--- src/sv/deqs_pkg.sv ---
// ----------------------------------------------------------------------------
// deqs_pkg
// Shared types, codes and helpers for the double-ended queue with search.
// ----------------------------------------------------------------------------
package deqs_pkg;

    localparam int DEPTH   = 16;
    localparam int IDX_W   = $clog2(DEPTH);
    localparam int CNT_W   = $clog2(DEPTH + 1);
    localparam int VALUE_W = 32;
    localparam int OP_W    = 3;
    localparam int STAT_W  = 2;
    localparam int COUNT_W = 5;

    typedef enum logic [OP_W-1:0] {
        OP_PUSH_FRONT = 3'd0,
        OP_PUSH_BACK  = 3'd1,
        OP_POP_FRONT  = 3'd2,
        OP_POP_BACK   = 3'd3,
        OP_SEARCH     = 3'd4
    } op_t;

    typedef enum logic [STAT_W-1:0] {
        ST_OK    = 2'd0,
        ST_EMPTY = 2'd1,
        ST_FULL  = 2'd2
    } status_t;

    typedef struct packed {
        logic [OP_W-1:0]           op;
        logic signed [VALUE_W-1:0] value;
    } in_item_t;

    typedef struct packed {
        logic signed [VALUE_W-1:0] popped_value;
        logic                      found;
        logic [STAT_W-1:0]         status;
        logic [COUNT_W-1:0]        count;
    } out_item_t;

    typedef enum logic [2:0] {
        S_IDLE,
        S_EXEC,
        S_POP_WAIT,
        S_SCAN,
        S_DONE
    } state_t;

    typedef struct packed {
        logic load;
        logic exec;
        logic pop_cap;
        logic scan;
        logic res_load;
    } cmd_t;

    typedef struct packed {
        logic is_pop;
        logic is_search;
        logic empty;
        logic scan_done;
    } sts_t;

    // position of the entry ofs places behind front, wrapped into the store
    function automatic logic [IDX_W-1:0] slot_at(input logic [IDX_W-1:0] front,
                                                 input logic [IDX_W-1:0] ofs);
        logic [IDX_W:0] sum;
        sum = {1'b0, front} + {1'b0, ofs};
        if (sum >= (IDX_W+1)'(DEPTH))
        begin
            sum = sum - (IDX_W+1)'(DEPTH);
        end
        return sum[IDX_W-1:0];
    endfunction

endpackage

--- src/sv/deqs_ctrl.sv ---
// ----------------------------------------------------------------------------
// deqs_ctrl
// Sequencer: accepts one request, steps the datapath through it, then hands
// the result to the output register.
// ----------------------------------------------------------------------------
module deqs_ctrl (
    input  logic          clk,
    input  logic          rst_n,
    input  logic          in_valid,
    output logic          in_ready,
    output logic          out_valid,
    input  logic          out_ready,
    output deqs_pkg::cmd_t cmd,
    input  deqs_pkg::sts_t sts
);
    import deqs_pkg::*;

    state_t state_reg;
    state_t state_next;
    logic   out_valid_reg;
    logic   out_valid_next;

    always_ff @(posedge clk or negedge rst_n)
    begin
        if (!rst_n)
        begin
            state_reg     <= S_IDLE;
            out_valid_reg <= 1'b0;
        end
        else
        begin
            state_reg     <= state_next;
            out_valid_reg <= out_valid_next;
        end
    end

    always_comb
    begin
        state_next     = state_reg;
        cmd            = '0;
        in_ready       = 1'b0;
        out_valid_next = out_valid_reg;
        if (out_valid_reg && out_ready)
        begin
            out_valid_next = 1'b0;
        end
        case (state_reg)
            S_IDLE:
            begin
                in_ready = 1'b1;
                if (in_valid)
                begin
                    cmd.load   = 1'b1;
                    state_next = S_EXEC;
                end
            end
            S_EXEC:
            begin
                cmd.exec = 1'b1;
                if (sts.is_pop && !sts.empty)
                begin
                    state_next = S_POP_WAIT;
                end
                else if (sts.is_search && !sts.empty)
                begin
                    state_next = S_SCAN;
                end
                else
                begin
                    state_next = S_DONE;
                end
            end
            S_POP_WAIT:
            begin
                cmd.pop_cap = 1'b1;
                state_next  = S_DONE;
            end
            S_SCAN:
            begin
                cmd.scan = 1'b1;
                if (sts.scan_done)
                begin
                    state_next = S_DONE;
                end
            end
            S_DONE:
            begin
                if (!out_valid_reg || out_ready)
                begin
                    cmd.res_load   = 1'b1;
                    out_valid_next = 1'b1;
                    state_next     = S_IDLE;
                end
            end
            default:
            begin
                state_next = S_IDLE;
            end
        endcase
    end

    assign out_valid = out_valid_reg;

    a_res_slot_free: assert property (@(posedge clk) disable iff (!rst_n)
        cmd.res_load |-> (!out_valid_reg || out_ready))
        else $error("result loaded over a pending result");

    a_done_to_idle: assert property (@(posedge clk) disable iff (!rst_n)
        cmd.res_load |=> (state_reg == S_IDLE && out_valid_reg))
        else $error("result load did not present output");

    a_one_cmd: assert property (@(posedge clk) disable iff (!rst_n)
        $onehot0({cmd.load, cmd.exec, cmd.pop_cap, cmd.scan, cmd.res_load}))
        else $error("more than one datapath command at once");

endmodule

--- src/sv/deqs_dp.sv ---
// ----------------------------------------------------------------------------
// deqs_dp
// Datapath: circular entry store, front pointer, count, search index and
// result registers.
// ----------------------------------------------------------------------------
module deqs_dp (
    input  logic                clk,
    input  logic                rst_n,
    input  deqs_pkg::in_item_t  in_item,
    output deqs_pkg::out_item_t out_item,
    input  deqs_pkg::cmd_t      cmd,
    output deqs_pkg::sts_t      sts
);
    import deqs_pkg::*;

    logic [VALUE_W-1:0] mem [DEPTH];

    logic [OP_W-1:0]    op_reg;
    logic [VALUE_W-1:0] val_reg;
    logic [VALUE_W-1:0] rd_data_reg;
    logic [IDX_W-1:0]   front_reg;
    logic [IDX_W-1:0]   front_next;
    logic [CNT_W-1:0]   count_reg;
    logic [CNT_W-1:0]   count_next;
    logic [CNT_W-1:0]   scan_idx_reg;
    logic [CNT_W-1:0]   scan_idx_next;
    logic [VALUE_W-1:0] popped_reg;
    logic [VALUE_W-1:0] popped_next;
    logic               found_reg;
    logic               found_next;
    status_t            status_reg;
    status_t            status_next;
    out_item_t          res_reg;

    logic               full;
    logic               empty;
    logic               match;
    logic [CNT_W-1:0]   cnt_dec;
    logic               mem_we;
    logic [IDX_W-1:0]   mem_waddr;
    logic               mem_re;
    logic [IDX_W-1:0]   mem_raddr;

    assign full    = (count_reg == CNT_W'(DEPTH));
    assign empty   = (count_reg == '0);
    assign cnt_dec = count_reg - 1'b1;
    assign match   = (rd_data_reg == val_reg);

    assign sts.is_pop    = (op_reg == OP_POP_FRONT) || (op_reg == OP_POP_BACK);
    assign sts.is_search = (op_reg == OP_SEARCH);
    assign sts.empty     = empty;
    assign sts.scan_done = match || (scan_idx_reg == count_reg);

    always_comb
    begin
        front_next    = front_reg;
        count_next    = count_reg;
        scan_idx_next = scan_idx_reg;
        popped_next   = popped_reg;
        found_next    = found_reg;
        status_next   = status_reg;
        mem_we        = 1'b0;
        mem_waddr     = front_reg;
        mem_re        = 1'b0;
        mem_raddr     = front_reg;
        if (cmd.exec)
        begin
            popped_next   = '0;
            found_next    = 1'b0;
            status_next   = ST_OK;
            scan_idx_next = '0;
            case (op_reg)
                OP_PUSH_FRONT:
                begin
                    if (full)
                    begin
                        status_next = ST_FULL;
                    end
                    else
                    begin
                        front_next = (front_reg == '0) ? IDX_W'(DEPTH - 1)
                                                       : front_reg - 1'b1;
                        mem_we     = 1'b1;
                        mem_waddr  = front_next;
                        count_next = count_reg + 1'b1;
                    end
                end
                OP_PUSH_BACK:
                begin
                    if (full)
                    begin
                        status_next = ST_FULL;
                    end
                    else
                    begin
                        mem_we     = 1'b1;
                        mem_waddr  = slot_at(front_reg, count_reg[IDX_W-1:0]);
                        count_next = count_reg + 1'b1;
                    end
                end
                OP_POP_FRONT:
                begin
                    if (empty)
                    begin
                        status_next = ST_EMPTY;
                    end
                    else
                    begin
                        mem_re     = 1'b1;
                        mem_raddr  = front_reg;
                        front_next = slot_at(front_reg, IDX_W'(1));
                        count_next = cnt_dec;
                    end
                end
                OP_POP_BACK:
                begin
                    if (empty)
                    begin
                        status_next = ST_EMPTY;
                    end
                    else
                    begin
                        mem_re     = 1'b1;
                        mem_raddr  = slot_at(front_reg, cnt_dec[IDX_W-1:0]);
                        count_next = cnt_dec;
                    end
                end
                OP_SEARCH:
                begin
                    if (empty)
                    begin
                        status_next = ST_EMPTY;
                    end
                    else
                    begin
                        mem_re        = 1'b1;
                        mem_raddr     = front_reg;
                        scan_idx_next = CNT_W'(1);
                    end
                end
                default:
                begin
                    status_next = ST_OK;
                end
            endcase
        end
        if (cmd.pop_cap)
        begin
            popped_next = rd_data_reg;
        end
        if (cmd.scan)
        begin
            if (match)
            begin
                found_next = 1'b1;
            end
            else if (scan_idx_reg < count_reg)
            begin
                mem_re        = 1'b1;
                mem_raddr     = slot_at(front_reg, scan_idx_reg[IDX_W-1:0]);
                scan_idx_next = scan_idx_reg + 1'b1;
            end
        end
    end

    always_ff @(posedge clk)
    begin
        if (mem_we)
        begin
            mem[mem_waddr] <= val_reg;
        end
        if (mem_re)
        begin
            rd_data_reg <= mem[mem_raddr];
        end
    end

    always_ff @(posedge clk or negedge rst_n)
    begin
        if (!rst_n)
        begin
            front_reg    <= '0;
            count_reg    <= '0;
            scan_idx_reg <= '0;
        end
        else
        begin
            front_reg    <= front_next;
            count_reg    <= count_next;
            scan_idx_reg <= scan_idx_next;
        end
    end

    always_ff @(posedge clk)
    begin
        if (cmd.load)
        begin
            op_reg  <= in_item.op;
            val_reg <= in_item.value;
        end
        popped_reg <= popped_next;
        found_reg  <= found_next;
        status_reg <= status_next;
        if (cmd.res_load)
        begin
            res_reg.popped_value <= popped_reg;
            res_reg.found        <= found_reg;
            res_reg.status       <= status_reg;
            res_reg.count        <= COUNT_W'(count_reg);
        end
    end

    assign out_item = res_reg;

    a_count_bound: assert property (@(posedge clk) disable iff (!rst_n)
        count_reg <= CNT_W'(DEPTH))
        else $error("entry count above depth");

    a_push_count: assert property (@(posedge clk) disable iff (!rst_n)
        (cmd.exec && !full && (op_reg == OP_PUSH_FRONT || op_reg == OP_PUSH_BACK))
        |=> count_reg == $past(count_reg) + 1'b1)
        else $error("push did not advance count");

    a_scan_bound: assert property (@(posedge clk) disable iff (!rst_n)
        cmd.scan |-> (scan_idx_reg <= count_reg && scan_idx_reg != '0))
        else $error("search index out of range");

endmodule

--- src/sv/double_ended_queue_with_search.sv ---
// ----------------------------------------------------------------------------
// double_ended_queue_with_search
// Bounded deque of signed 32-bit values with push/pop at both ends and search.
// ----------------------------------------------------------------------------
// Usage:
//   in channel  (in_valid/in_ready, in_item): one request per item, op and
//   value. out channel (out_valid/out_ready, out_item): exactly one result
//   per request, in order: popped value, found flag, status, count.
//   Requests are taken one at a time; in_ready is high only while the
//   sequencer is idle.
//   Steps per request: push and no-op or empty/full cases pass the execute
//   and done steps; a pop adds a capture step; a search scans until it has
//   compared every stored entry or finds an early match. The next request
//   is taken in the cycle after the result loads. The search compares one
//   stored entry per cycle through the single read port of the entry store.
//   A result waits in the output register while out_ready is low; the next
//   request is still accepted and worked, and holds in its last step until
//   the output register frees.
//   Reset empties the queue (count 0, front pointer 0); store contents are
//   not cleared and need no clearing pass.
// ----------------------------------------------------------------------------
module double_ended_queue_with_search (
    input  logic                clk,
    input  logic                rst_n,
    input  logic                in_valid,
    output logic                in_ready,
    input  deqs_pkg::in_item_t  in_item,
    output logic                out_valid,
    input  logic                out_ready,
    output deqs_pkg::out_item_t out_item
);
    import deqs_pkg::*;

    cmd_t cmd;
    sts_t sts;

    deqs_ctrl u_ctrl (
        .clk       (clk),
        .rst_n     (rst_n),
        .in_valid  (in_valid),
        .in_ready  (in_ready),
        .out_valid (out_valid),
        .out_ready (out_ready),
        .cmd       (cmd),
        .sts       (sts)
    );

    deqs_dp u_dp (
        .clk      (clk),
        .rst_n    (rst_n),
        .in_item  (in_item),
        .out_item (out_item),
        .cmd      (cmd),
        .sts      (sts)
    );

endmodule
--- config.mk ---
export PLATFORM = sky130hd
export DESIGN_NAME = double_ended_queue_with_search
export DESIGN_NICKNAME = d
export VERILOG_FILES = /design/src/sv/deqs_pkg.sv /design/src/sv/deqs_ctrl.sv /design/src/sv/deqs_dp.sv /design/src/sv/double_ended_queue_with_search.sv
export SDC_FILE = /design/constraint.sdc
export NUM_CORES = 1
export LEC_CHECK = 0
export BUFFER_PORTS_ARGS = -buffer_cell sky130_fd_sc_hd__buf_2
export CELL_PAD_IN_SITES_DETAIL_PLACEMENT = 2
export CELL_PAD_IN_SITES_GLOBAL_PLACEMENT = 2
export CORE_UTILIZATION = 46
export DETAILED_ROUTE_END_ITERATION = 16
export PLACE_DENSITY_LB_ADDON = 0.08
export SLEW_MARGIN = 20
export SYNTH_ARGS = -nofsm -noshare
export SYNTH_HDL_FRONTEND = slang
export SYNTH_HIERARCHICAL = 1
export SYNTH_SLANG_ARGS = --single-unit
--- constraint.sdc ---
create_clock -name clk -period 4.7 [get_ports clk]
set_input_delay 0.235 -clock clk [delete_from_list [all_inputs] [get_ports clk]]
set_output_delay 0.235 -clock clk [all_outputs]
set_load 0.005 [all_outputs]
=== Yosys cells after proc, flatten, opt, wreduce, memory -nomap -nowiden ===
Memory sizes are Yosys's and may differ from the RTL's. A register that Yosys moved wholly into a read port is not among the register bits.
Cells that the tools add are included.

* Register bits: 128
* RAM bits: 512
* Bits of input ports: 39
* Output and inout bits: 42
* Memories: 1

{| class="wikitable"
|+ Memory list
! name !! depth !! width !! rd ports !! clocked after Yosys merged registers in !! write ports !! line !! source
|-
| u_dp.mem || 16 || 32 || 1 || 1 || 1 || deqs_dp.sv:16 || <nowiki>logic [VALUE_W-1:0] mem [DEPTH];</nowiki>
|}

* $add $sub $neg: 12
* $lt $le $gt $ge: 5
* Eq/ne operators: 17
* Muxes and demuxes: 62
* Reductions and logical operators: 21

{| class="wikitable"
|+ Operators with widths
! cell !! count
|-
| two-way mux 32 bit || 2
|-
| two-way mux 4 bit || 15
|-
| two-way mux 5 bit || 7
|-
| == test 32 bit || 1
|-
| two-way mux 1 bit || 27
|-
| >= comparator 5 bit, second input constant || 4
|-
| subtractor 4 x 1 -> 4 bit, second input constant || 5
|-
| case mux 4 bit (2 select lines) || 2
|-
| adder 4 x 4 -> 5 bit || 3
|-
| two-way mux 3 bit || 5
|-
| case mux 3 bit (5 select lines) || 1
|-
| == test 3 x 2 -> 1 bit, second input constant || 4
|-
| adder 5 x 1 -> 5 bit, second input constant || 2
|-
| inequality test 2 bit, second input constant || 5
|-
| case mux 5 bit (2 select lines) || 1
|-
| == test 3 x 1 -> 1 bit, second input constant || 2
|-
| == test 3 bit, second input constant || 2
|-
| zero test 3 bit || 2
|-
| AND reduction 3 bit || 2
|-
| nonzero test 2 bit || 3
|-
| adder 4 x 1 -> 5 bit, second input constant || 1
|-
| == test 5 bit || 1
|-
| == test 5 bit, second input constant || 1
|-
| zero test 5 bit || 1
|-
| 12 further kinds || 18
|}

=== Logic depth before layout (Yosys ltp) ===
Gate-level depths: netlist of run 1.

* Depth after elaboration: 10
* Mapped depth: 14
* Depth with buffers taken out: 12

=== Hierarchy ===
The synthesis of run 1 kept the hierarchy.

{| class="wikitable"
|+ Modules (own cells, without submodules)
! module !! instances !! cells each !! area each (um^2)
|-
| deqs_dp || 1 || 1747 || 27685.3
|-
| deqs_ctrl || 1 || 28 || 266.5
|}

=== Least setup slack after synthesis of run 1 ===
OpenSTA, ideal clock, no wires.

* Kind: flip-flop to flip-flop
* Start: register u_ctrl.state_reg[2]
* End: register u_dp.rd_data_reg[0] (read register of u_dp.mem), enable pin
* Setup time: 470 ps
* Arrival time: 3595 ps
* Required time: 4230 ps
* Slack: 635 ps
* Cell stages (with the launch flop): 5
* Cells stage by stage: dfrtp_1 -> buf_2 -> nor3b_2 -> inv_1 -> o31ai_1

{| class="wikitable"
|+ RTL lines
! item !! line !! source
|-
| start: declaration || deqs_ctrl.sv:18 || <nowiki>state_t state_reg;</nowiki>
|-
| start signal: assignment || deqs_ctrl.sv:32 || <nowiki>state_reg <= state_next;</nowiki>
|-
| end: declaration || deqs_dp.sv:20 || <nowiki>logic [VALUE_W-1:0] rd_data_reg;</nowiki>
|}

=== Final worst setup path of run 1 ===
* Start: register u_dp.val_reg[17]
* End: register u_dp.rd_data_reg[21] (read register of u_dp.mem), data pin

* Cells in the longest elaborated chain, start to end: 3
* Elaborated cells between the ends (all ways): 5
* Classes of those cells: eq/ne (1); mux (4)

{| class="wikitable"
|+ Ends and longest elaborated chain
! item !! line !! source
|-
| start: declaration || deqs_dp.sv:19 || <nowiki>logic [VALUE_W-1:0] val_reg;</nowiki>
|-
| start signal: assignment || deqs_dp.sv:199 || <nowiki>val_reg <= in_item.value;</nowiki>
|-
| == test 32 bit (*) || deqs_dp.sv:47 || <nowiki>assign match = (rd_data_reg == val_reg);</nowiki>
|-
| two-way mux 4 bit or two-way mux 1 bit (tied branches) || deqs_dp.sv:153 || <nowiki>if (match)</nowiki>
|-
| two-way mux 4 bit or two-way mux 1 bit (tied branches) || deqs_dp.sv:151 || <nowiki>if (cmd.scan)</nowiki>
|}

Every way passes the cells marked *; elsewhere a longest branch is shown, timed or not.
A chain may end at the register's enable or synchronous reset.

==> results of run 1 <==
==> area by class of cell <==
class / count / area (sq um)
multi-input combinational: 823 / 6910
tap: 773 / 967
clock inverter: 28 / 189
antenna: 1 / 2.50
timing repair buffer: 185 / 1640
clock buffer: 92 / 1940
fill: 5253 / 27300
inverter: 146 / 548
sequential: 672 / 20100
==> critical path: stages (launching register included) <==
cell and delay [ns]:
edfxtp_1 0.64, xnor2_1 0.45, nand4_1 0.32, nor4_4 0.61
a21o_1 0.43, mux2_4 0.62, buf_4 0.38, o211ai_1 0.15
o2111ai_1 0.17, nand4_1 0.15
==> metrics by stage <==
stage	worst slack [ns]	std cells
final	0.432	2720
after CTS	0.418	2718
after global placement	0.796	2561
after global routing	0.243	2719
after detailed placement	0.548	2561
after floorplan	0.635	1775
==> per-layer routing <==
metal	routed length [microns]	share of wire	vias up
li1	-	-	7324
met2	45700	0.49	705
met3	6210	0.067	173
met4	3070	0.033	2
met5	13	0.00014	-
met1	37700	0.41	9208
==> worst paths after layout <==
| check | from | end | depth (start not counted) |
|---|---|---|---|
| min reg2reg | u_dp/popped_reg[24] | u_dp/out_item[32] | 0 |
| max in group asynchronous | rst_n | u_ctrl/out_valid | 2 |
| min | rst_n | u_dp/front_reg[0] | 2 |
| min in group clk | in_valid | u_ctrl/state_reg[0] | 3 |
| max reg2reg | u_dp/val_reg[17] | u_dp/rd_data_reg[21] | 9 |
| max | u_dp/val_reg[17] | u_dp/rd_data_reg[21] | 9 |
==> logic make-up (layout without fill, tap and decap cells) <==
kind of cell    after synthesis  count (layout)  synth area share
xor+xnor                     48              48            0.0156
flops                       672             672             0.718
simple gates                170             170            0.0349
mux                         134             134            0.0542
fa+ha+maj                    23              23            0.0111
other cells                   0               1                 0
compound gates              448             448             0.123
buf+inv                     280             451            0.0424
==> cell usage in the layout, fill, tap and decap left out, types with 3 or more instances in the layout <==
master,instances
mux2_1,68
a21o_1,5
ha_1,20
o211ai_1,260
dlygate4sd3_1,37
nand3_1,9
buf_12,27
o21ai_0,10
nand4_1,42
o22ai_1,3
mux2_4,3
inv_1,144
nor2_1,11
clkbuf_16,75
o2111ai_1,128
and2_1,33
o31ai_1,3
buf_4,40
nand2_1,26
nor3_1,5
buf_2,80
nor2_4,17
a21oi_1,19
clkinv_2,10
dfrtp_1,18
nor2b_1,3
fa_1,3
clkbuf_1,17
xnor2_1,43
nand2b_1,6
clkinv_1,12
xor2_1,3
mux2_2,62
inv_6,3
edfxtp_1,653
==> power groups by stage <==
stage | clock network (mW) | registers (mW) | logic, mW
final | 5.35 | 8.24 | 6.90
after global routing | 5.62 | 8.30 | 7.26
after CTS | 5.44 | 8.25 | 6.85
after detailed placement | 0 | 8.36 | 6.71
after global placement | 0 | 8.26 | 6.43
after floorplan | 0 | 8.09 | 4.15
==> impl_metrics.ini, run 1 <==
[status]
status = completed

[clock_network]
clockRootBuffer = clkbuf_16
clkTransAtPathRegs_ns = 0.06
clkSinkCount = 672
cts-buffers-inserted = 72
h-tree-depth = 3
cts_tree = yes
clk_path_buf_depth = 3
clock_latency_ns = 0.62
postCtsHoldBufs = 37
post_cts_resized = 0
cts_setup_buffers = 0

[critical_path]
worstSetupEndpointType = flop
critPathLaunchType = flop
crit_type = reg -> reg
critPathMaxFanout = 33
worstPathArrival_ns = 4.59
regToRegSetupSlack_ns = 0.43
cp.required_ns = 5.02

[pwr]
comb_power_share = 0.337
p_leak_nw = 10.7
switching_share = 0.367
power.density_mw_per_mm2 = 635
power_mw = 20.5
p_clk_frac = 0.261
power.switching_mw = 7.53
ir_worst_vdd_uv = 475
p_seq_frac = 0.402
p_int_mw = 13.0

[run]
maxCapViolations = 0

[synth]
yosysMostFrequentCell = edfxtp_1
netlist_top_cells_count = edfxtp_1 (653), o211ai_1 (260), inv_1 (144), o2111ai_1 (128), clkbuf_1 (87)
yosys_warnings = 6
synth_ff_type = edfxtp_1
synth_edf_count = 653
synth_seq_cells = 672
ys_async_sr_fraction = 0.0268
synth_top_cell_by_area = edfxtp_1
syn_area_sq_mm = 0.0280
synth.top_cell.area_share = 0.702
seq_area_frac_synth = 0.718
avgSynthCellArea_sq_um = 15.7
yosys-top-cells-area = edfxtp_1 (70%), o211ai_1 (7.0%), o2111ai_1 (4.0%), mux2_1 (2.7%), mux2_2 (2.5%)
yosys.cell_types.count = 60
synth_nets = 1837
netlist_instances = 1775

[timing]
hold_viol = 0
fin_crit_ns = 4.27
finalCritPeriodShare = 0.908
max_freq_ghz = 0.234
rsz0062_at_grt = false
slew_headroom = 0.398
tns_ns = 0
clock_skew_ns = 0.0213
worst_pin_slew_ns = 0.903
hold_ws_ns = 0.131
drv_slew = 0
finalSetupViolations = 0

[finish]
syn_to_final_growth_pct = 15.5
stdcell_area_sq_mm = 0.0323
largest_register_ff_count = 512
top_register = u_dp/mem
drive_above_1_share = 0.177
layout.nets = 1962
fin_util = 0.542

[global_route]
grt_max_degree = 134
grt_pass1_wl_microns = 135000
overflow = 0
use_met3 = 0.0590
grtUsageMet2 = 0.502
grt_pass1_vias = 19096
grt_usage = 0.302
grt_util_met1 = 0.396
top_usage_layer = met2
antenna_found_initial = 4

[floorplan]
die_h_microns = 249
die_area_sq_mm = 0.0618
initial_core_util = 0.469
core_area_sq_mm = 0.0596
io_pins = 81
rows = 89
die_w_microns = 249

[routing]
routedWlPerCell_microns = 34.1
final_antenna_net_count = 0
vias = 17412
first_pass_iters = 6
drt-total-wl_microns = 92700
drt_iter0_markers = 1820
vias_per_cell = 6.40
drcViolationCount = 0

[placed_design]
io_buffers = 80
dp.final_hpwl_microns = 51200
routabilityCongestion = 0.782
placed_area_sq_mm = 0.0297

[min_path]
holdCritPathClass = in -> async
Note: power is estimated with default switching activity, not from simulation.
==> inputs of run 2 (changes only) <==
- PLACE_DENSITY: unset -> 0.91
- PLACE_DENSITY_LB_ADDON: 0.08 -> unset
==> run 2 against run 1 <==
The flow now finishes with violations (setup timing). Power up 10%. Largest power group unchanged. Die area stayed put. First-iteration DRC count rose by 52%. Sequential cell count is the same. Fmax is 11% lower. Wire length rose by 36%. Highest routed layer unchanged. Clock skew rose by 0.010 ns. Utilization is 0.44 points higher.
==> impl_metrics.ini, run 2 (synthesis gave the netlist of run 1 again) <==
[status]
status = complete, but fails checks
violations = setup timing

[floorplan]
initial_core_util = 0.469
die_h_microns = 249
die_area_sq_mm = 0.0618
die_w_microns = 249
core_area_sq_mm = 0.0596
rows = 89
io_pins = 81

[global_route]
grt_pass1_vias = 21028
grt_usage = 0.403
antenna_found_initial = 7
grt_max_degree = 134
grt_pass1_wl_microns = 174000
overflow = 0

[critical_path]
critPathMaxFanout = 21
cp.required_ns = 5.16
crit_type = reg -> reg
worstSetupEndpointType = flop
critPathLaunchType = flop
worstPathArrival_ns = 5.27

[clock_network]
clk_path_buf_depth = 3
clkSinkCount = 672
cts-buffers-inserted = 72
clock_latency_ns = 0.63
clkTransAtPathRegs_ns = 0.06
h-tree-depth = 3
clockRootBuffer = clkbuf_16
cts_tree = yes

[routing]
routedWlPerCell_microns = 46.1
drt-total-wl_microns = 126000
first_pass_iters = 6
drcViolationCount = 0
final_antenna_net_count = 0
vias = 19962
vias_per_cell = 7.30
drt_iter0_markers = 2759

[finish]
syn_to_final_growth_pct = 16.4
layout.nets = 1971
top_register = u_dp/mem
mostFrequentLayoutCell = edfxtp_1
drive_above_1_share = 0.185
largest_register_ff_count = 512
final_cell_mix = edfxtp_1 (653), o211ai_1 (260), inv_1 (144), o2111ai_1 (128), buf_2 (80)

[pwr]
p_int_mw = 13.5
comb_power_share = 0.355
p_leak_nw = 10.8
p_seq_frac = 0.375
p_clk_frac = 0.270
power.switching_mw = 9.11
power_mw = 22.6
power.density_mw_per_mm2 = 695
switching_share = 0.403
ir_worst_vdd_uv = 340

[timing]
clock_skew_ns = 0.0313
fin_crit_ns = 4.81
setup_slack_ns = -0.108
worst_pin_slew_ns = 1.07
finalSetupViolations = 37
slew_headroom = 0.287
drv_slew = 0
finalCritPeriodShare = 1.02
hold_viol = 0
max_freq_ghz = 0.208

[min_path]
holdCritPathClass = in -> reg

[placed_design]
routabilityCongestion = 0.808
dp.final_hpwl_microns = 60300
io_buffers = 80
dp_slack_ns = 0.0486

[run]
maxCapViolations = 0
[run 2: changes by cell type in the layout (fill, tap and decap cells not counted), moves of 2 or more]
cell and change:
bufinv_16 +5, clkbuf_1 -3, clkbuf_16 +2, clkinvlp_4 +3, diode_2 +3, buf_12 -4
buf_4 +12, clkinv_1 -3, clkinv_2 -2
[run 2: layout make-up]
| class | count | area (sq um) |
|---|---|---|
| repair buffers | 194 | 1680 |
| clock inverters | 31 | 340 |
| diodes | 4 | 10.0 |
| well taps | 773 | 967 |
| clock buffers | 92 | 1990 |
| inverters | 146 | 548 |
| flip-flops and latches | 672 | 20100 |
| multi-input cells | 823 | 6920 |
| fillers | 5127 | 27000 |
[run 2: repair_timing]
action | CTS | global route
resized for setup | 1 | 0
hold buffers | 36 | 0
setup endpoints to repair | 16 | 22
buffers inserted | 2 | 8
pin swaps | 1 | 1
hold endpoints to repair | 53 | 0
[run 2: path summary, 6_finish.rpt]
path | cells after the start | slack, ns | endpoint | from
worst max-delay path | 9 | -0.11 | u_dp/rd_data_reg[16] | u_dp/val_reg[24]
worst min-delay path | 3 | 0.04 | u_ctrl/out_valid | out_ready
worst max register to register | 9 | -0.11 | u_dp/rd_data_reg[16] | u_dp/val_reg[24]
worst min register to register | 0 | 0.41 | u_dp/out_item[38] | u_dp/popped_reg[30]
max in group asynchronous | 2 | 4.25 | u_ctrl/state_reg[1] | rst_n
min in group asynchronous | 2 | 0.11 | u_dp/front_reg[3] | rst_n
[run 2: worst max-delay path, stage by stage, from the launching register on]
cell and delay [ns]:
edfxtp_1 0.71, xnor2_1 0.60, nand4_1 0.33, nor4_4 0.70, a21o_1 0.53, mux2_2 0.50
xnor2_4 0.56, buf_12 0.26, o2111ai_1 0.21, nand4_1 0.18
[run 2: routing by layer]
layer,track usage,routed length [microns],vias to the layer above
met5,0,49,-
met4,0.292,10000,6
met3,0.0826,12800,564
met2,0.653,59700,1841
met1,0.480,43500,10210
li1,-,-,7341
[run 2: through the flow]
stage          cell area, sq um  hold WS [ns]  std cells  setup TNS (ns)  utilization
2_1_floorplan             28000       -0.0606       1775               0            -
3_3_place_gp              29700         0.202       2559               0        0.498
3_5_place_dp              29700         0.208       2561               0        0.498
4_1_cts                   32400       0.00928       2722               0        0.544
5_1_grt                   32500         0.100       2731         -0.0678        0.546
6_report                  32500        0.0380       2735           -1.58        0.546
[run 2: power by group through the flow]
stage	registers [mW]	logic (mW)	clock network, mW
3_5_place_dp	8.43	6.97	0
2_1_floorplan	8.09	4.15	0
3_3_place_gp	8.25	6.20	0
5_1_grt	8.46	8.05	6.26
6_report	8.48	8.01	6.11
4_1_cts	8.37	7.48	5.98
